===== src/hw/rtl/msfl_pkg.sv =====
// Package for the multi-stack shared free list.
// Item types, operation and status codes, controller states. No dependencies.
package msfl_pkg;

   localparam int DATA_W = 32;
   localparam int SID_W  = 3;

   typedef enum logic {
      FUNC_PUSH = 1'b0,
      FUNC_POP  = 1'b1
   } msfl_func_type;

   typedef enum logic [1:0] {
      STATUS_OK       = 2'd0,
      STATUS_OVERFLOW = 2'd1,
      STATUS_EMPTY    = 2'd2
   } msfl_status_type;

   typedef enum logic {
      ST_IDLE = 1'b0,
      ST_EXEC = 1'b1
   } msfl_state_type;

   typedef struct packed {
      logic                     func;
      logic [SID_W-1:0]         stack_id;
      logic signed [DATA_W-1:0] value;
   } msfl_req_type;

   typedef struct packed {
      logic signed [DATA_W-1:0] popped_value;
      logic [1:0]               status;
   } msfl_rsp_type;

   // free list commands from the controller
   typedef struct packed {
      logic alloc;     // take the head slot
      logic release_s; // return a slot as the new head
   } msfl_fl_cmd_type;

endpackage


===== src/hw/rtl/msfl_free.sv =====
// Free list head and fresh-slot counter for the multi-stack free list.
// Depends on msfl_pkg. Slots at or above the counter are untouched and chain in order.
module msfl_free
   import msfl_pkg::*;
#(
   parameter int SLOTS = 256,
   parameter int LW    = $clog2(SLOTS + 1)
) (
   input  logic            clock,
   input  logic            reset,
   input  msfl_fl_cmd_type cmd,
   input  logic [LW-1:0]   link_rdata,
   input  logic [LW-1:0]   release_slot,
   output logic [LW-1:0]   free_head,
   output logic            head_nil
);

   logic [LW-1:0] head_ff, head_in;
   logic [LW-1:0] fresh_ff, fresh_in;
   logic          fresh_hit;

   // head equal to the counter means the head slot was never used:
   // its link is implicitly the next slot (or nil past the end)
   assign fresh_hit = (head_ff == fresh_ff);

   always_comb begin
      head_in  = head_ff;
      fresh_in = fresh_ff;
      if (cmd.alloc) begin
         if (fresh_hit) begin
            head_in  = head_ff + LW'(1);
            fresh_in = fresh_ff + LW'(1);
         end else begin
            head_in = link_rdata;
         end
      end else if (cmd.release_s) begin
         head_in = release_slot;
      end
   end

   always_ff @(posedge clock) begin
      if (reset) begin
         head_ff  <= '0;
         fresh_ff <= '0;
      end else begin
         head_ff  <= head_in;
         fresh_ff <= fresh_in;
      end
   end

   assign free_head = head_ff;
   assign head_nil  = (head_ff == LW'(SLOTS));

endmodule


===== config.mk =====
export PLATFORM = sky130hd
export DESIGN_NAME = msfl_free
export DESIGN_NICKNAME = d
export VERILOG_FILES = /design/src/hw/rtl/msfl_pkg.sv /design/src/hw/rtl/msfl_free.sv
export SDC_FILE = /design/constraint.sdc
export NUM_CORES = 1
export LEC_CHECK = 0
export ABC_AREA = 1
export BUFFER_PORTS_ARGS = -buffer_cell sky130_fd_sc_hd__buf_2
export CAP_MARGIN = 5
export CORE_ASPECT_RATIO = 0.7
export CORE_MARGIN = 2
export CORE_UTILIZATION = 38
export CTS_BUF_LIST = sky130_fd_sc_hd__clkbuf_8
export DETAILED_ROUTE_END_ITERATION = 8
export PLACE_DENSITY = 0.6
export SLEW_MARGIN = 20
export SYNTH_ARGS = -nofsm -noshare
export SYNTH_HDL_FRONTEND = slang
export SYNTH_SLANG_ARGS = --single-unit

===== constraint.sdc =====
create_clock -name clock -period 2.7 [get_ports clock]
set_input_delay 0.405 -clock clock [delete_from_list [all_inputs] [get_ports clock]]
set_output_delay 0.405 -clock clock [all_outputs]
set_load 0.005 [all_outputs]

==> out/qor.yml <==
logic_synthesis:
  synth.most_common_cell: "nand2_1"
  ys_warn_count: 0
  yosys.area_share.simple: 0.377
  syn_inst: 205
  ys_types: 28
  synthesis.nets: 230
  synth_xor_xnor_area_share: 0.0708
  synth_fa_ha_area_frac: 0.0276
  ys_ff_latch: 18
  synth_common_cells: "48 x nand2_1, 31 x inv_1, 18 x dfxtp_1, 18 x nand3_1, 17 x o21ai_0"
  yosysTopAreaCellShare: 0.265
  synth_top_family_by_area: "simple AND/OR/NAND/NOR gates"
  synth_top_area_cell: "dfxtp_1"
  seq_area_frac_synth: 0.265
  synth_area_mm2: 0.00136
  ys.flop_type: "dfxtp_1"
  synth.area.top_cells: "dfxtp_1 26%, nand2_1 13%, inv_1 8.6%"
  synthArstFlopShare: 0
  synthMuxAreaShare: 0
  synth_compound_area_frac: 0.141
  postSynthAreaPerCell_um2: 6.63
  synth_edf_count: 0
setup_path:
  crit_chain: "inv_2 > nand2_1 > nand2_1 > nor2_2 > nand2_2 > nor2_8 > nand3_4 > inv_2 > nand2_1 > nand2_1 > inv_1 > nor2_1"
  timing.reg2reg.setup_slack_ns: 0.98
  crit_arrival_ns: 1.92
  crit_buf_inv: 3
  critPathMaxFanout: 14
  slowest_delay_ns: 0.50
  path_common_cell: "nand2_1"
  cp-end-kind: "register"
  crit_type: "reg -> reg"
  crit_family: "simple AND/OR/NAND/NOR gates"
  worst_path_max_delay_cell: "dfxtp_1"
  start_kind: "register"
  critical_path_required_ns: 2.90
floorplanning:
  start_util: 0.392
  die_area_mm2: 0.00408
  die_h_um: 54.1
  rows: 18
  io_pins: 32
  die_w_um: 75.5
  core_area_mm2: 0.00347
clock_network:
  htree_levels: 1
  cts-hold-fix-buffers: 0
  clk_pin_slew_worst_paths_ns: 0.07
  clock-sinks: 18
  post_cts_buffers: 0
  tritoncts: "done"
  cts_buffers: 3
  cts.path.max_buffers: 2
  cts_resized: 0
  clockRootBuffer: "clkbuf_8"
  clk_latency_ns: 0.26
detailed_routing:
  drcViolationCount: 0
  drt_pass1_iterations: 4
  drt_wl_total_mm: 3.37
  ant_nets: 0
  vias_per_cell: 4.64
  wl_per_cell_um: 11.7
  vias: 1331
  drt-initial-drc-count: 41
power:
  p_leak_nw: 0.731
  worst_ir_drop_vdd_mv: 0.230
  cellPowerDensity_mw_per_mm2: 441
timing:
  finalCriticalPeriod_ns: 1.72
  relSlewSlack: 0.721
  fin_skew_ns: 0.00312
  setup_viol: 0
  hold_viol: 0
  rsz0062_at_grt: "false"
  tightestPinTransition_ns: 0.419
  drv_slew: 0
  max_freq_mhz: 582
  setup_tns_ns: 0
  finalCritPeriodShare: 0.637
final_layout:
  stdcell_area_mm2: 0.00161
  nNetsFinal: 263
  diodes: 0
  drive_above_1_share: 0.232
  final_core_util: 0.465
  areaGrowthSynthToFinish_pct: 18.7
  layout.cells.non_filler: 287
place:
  gp_congestion: 0.828
  place_area_mm2: 0.00156
  hpwlAfterDp_mm: 2.70
  dp.cells: 283
  io_buffers: 31
grt:
  grt_max_degree: 15
  grt_pass1_vias: 1270
  gr-total-overflow: 0
  antenna_found_initial: 0
  grt_pass1_wl_mm: 5.88
  gr-usage-all-layers: 0.191
min_path:
  holdCritPathClass: "in -> reg"
run:
  maxCapViolCount: 0
outcome:
  outcome: "finished, final reports clean"
cell families after synthesis:
group	count (synthesis)
fa+ha+maj	3
xor+xnor	11
simple gates	95
flops	18
compound gates	37
buf+inv	41
metal layers:
layer	vias to the layer above	routed length, um	track usage	share of wire
met5	-	0	0	0
met4	0	0	0.0263	0
met3	0	145	0.0449	0.043
met2	28	1410	0.296	0.42
met1	579	1810	0.276	0.54
li1	724	-	-	-
flip-flops by register name (all words and copies together), names as in the netlist:
name and count:
free_head 9, fresh_ff 9
where the power goes:
group	leakage, nW	internal (W)	switching (W)
combinational	0.555	0.0000734	0.000110
clock	0.0288	0.000130	0.0000987
sequential	0.147	0.000279	0.0000214
stage by stage:
| step | hold slack [ns] | worst slack, ns | power [W] |
|---|---|---|---|
| after floorplan | 0.451 | 1.22 | 0.000436 |
| after global placement | 0.493 | 0.978 | 0.000491 |
| after detailed placement | 0.490 | 0.983 | 0.000492 |
| after CTS | 0.397 | 0.956 | 0.000727 |
| after global routing | 0.407 | 0.790 | 0.000766 |
| final | 0.404 | 0.981 | 0.000713 |
cell type report:
type | instances | area (um2)
timing repair buffer | 31 | 155
inverter | 38 | 143
sequential | 18 | 360
fill | 404 | 1850
multi-input combinational | 146 | 838
clock buffer | 4 | 55.1
tap | 50 | 62.6
cell usage in the layout (no fill, tap or decap), types with 2 or more instances in the layout:
cell type	instances
nand2_2	3
nand4_4	2
nor2_1	8
clkbuf_8	4
xor2_1	10
nor2_8	2
buf_2	31
a21oi_1	14
inv_2	7
o21ai_0	17
inv_1	31
ha_1	3
o21ai_1	4
nand2_1	48
nor3_1	3
nand3_1	18
nand4_1	4
dfxtp_1	18
worst register-to-register path, cell delays in order (launching register included):
cell,delay [ns]
dfxtp_1,0.50
inv_2,0.05
nand2_1,0.06
nand2_1,0.07
nor2_2,0.09
nand2_2,0.09
nor2_8,0.16
nand3_4,0.20
inv_2,0.18
nand2_1,0.07
nand2_1,0.07
inv_1,0.03
nor2_1,0.08
final timing paths:
path,from,to,cells after the start
max,free_head[8]$_SDFFE_PP0P_,fresh_ff[7]$_SDFFE_PP0P_,12
min,reset,fresh_ff[8]$_SDFFE_PP0P_,2
max reg2reg,free_head[8]$_SDFFE_PP0P_,fresh_ff[7]$_SDFFE_PP0P_,12
min reg2reg,fresh_ff[8]$_SDFFE_PP0P_,fresh_ff[8]$_SDFFE_PP0P_,2
(Power assumes the default switching activity.)
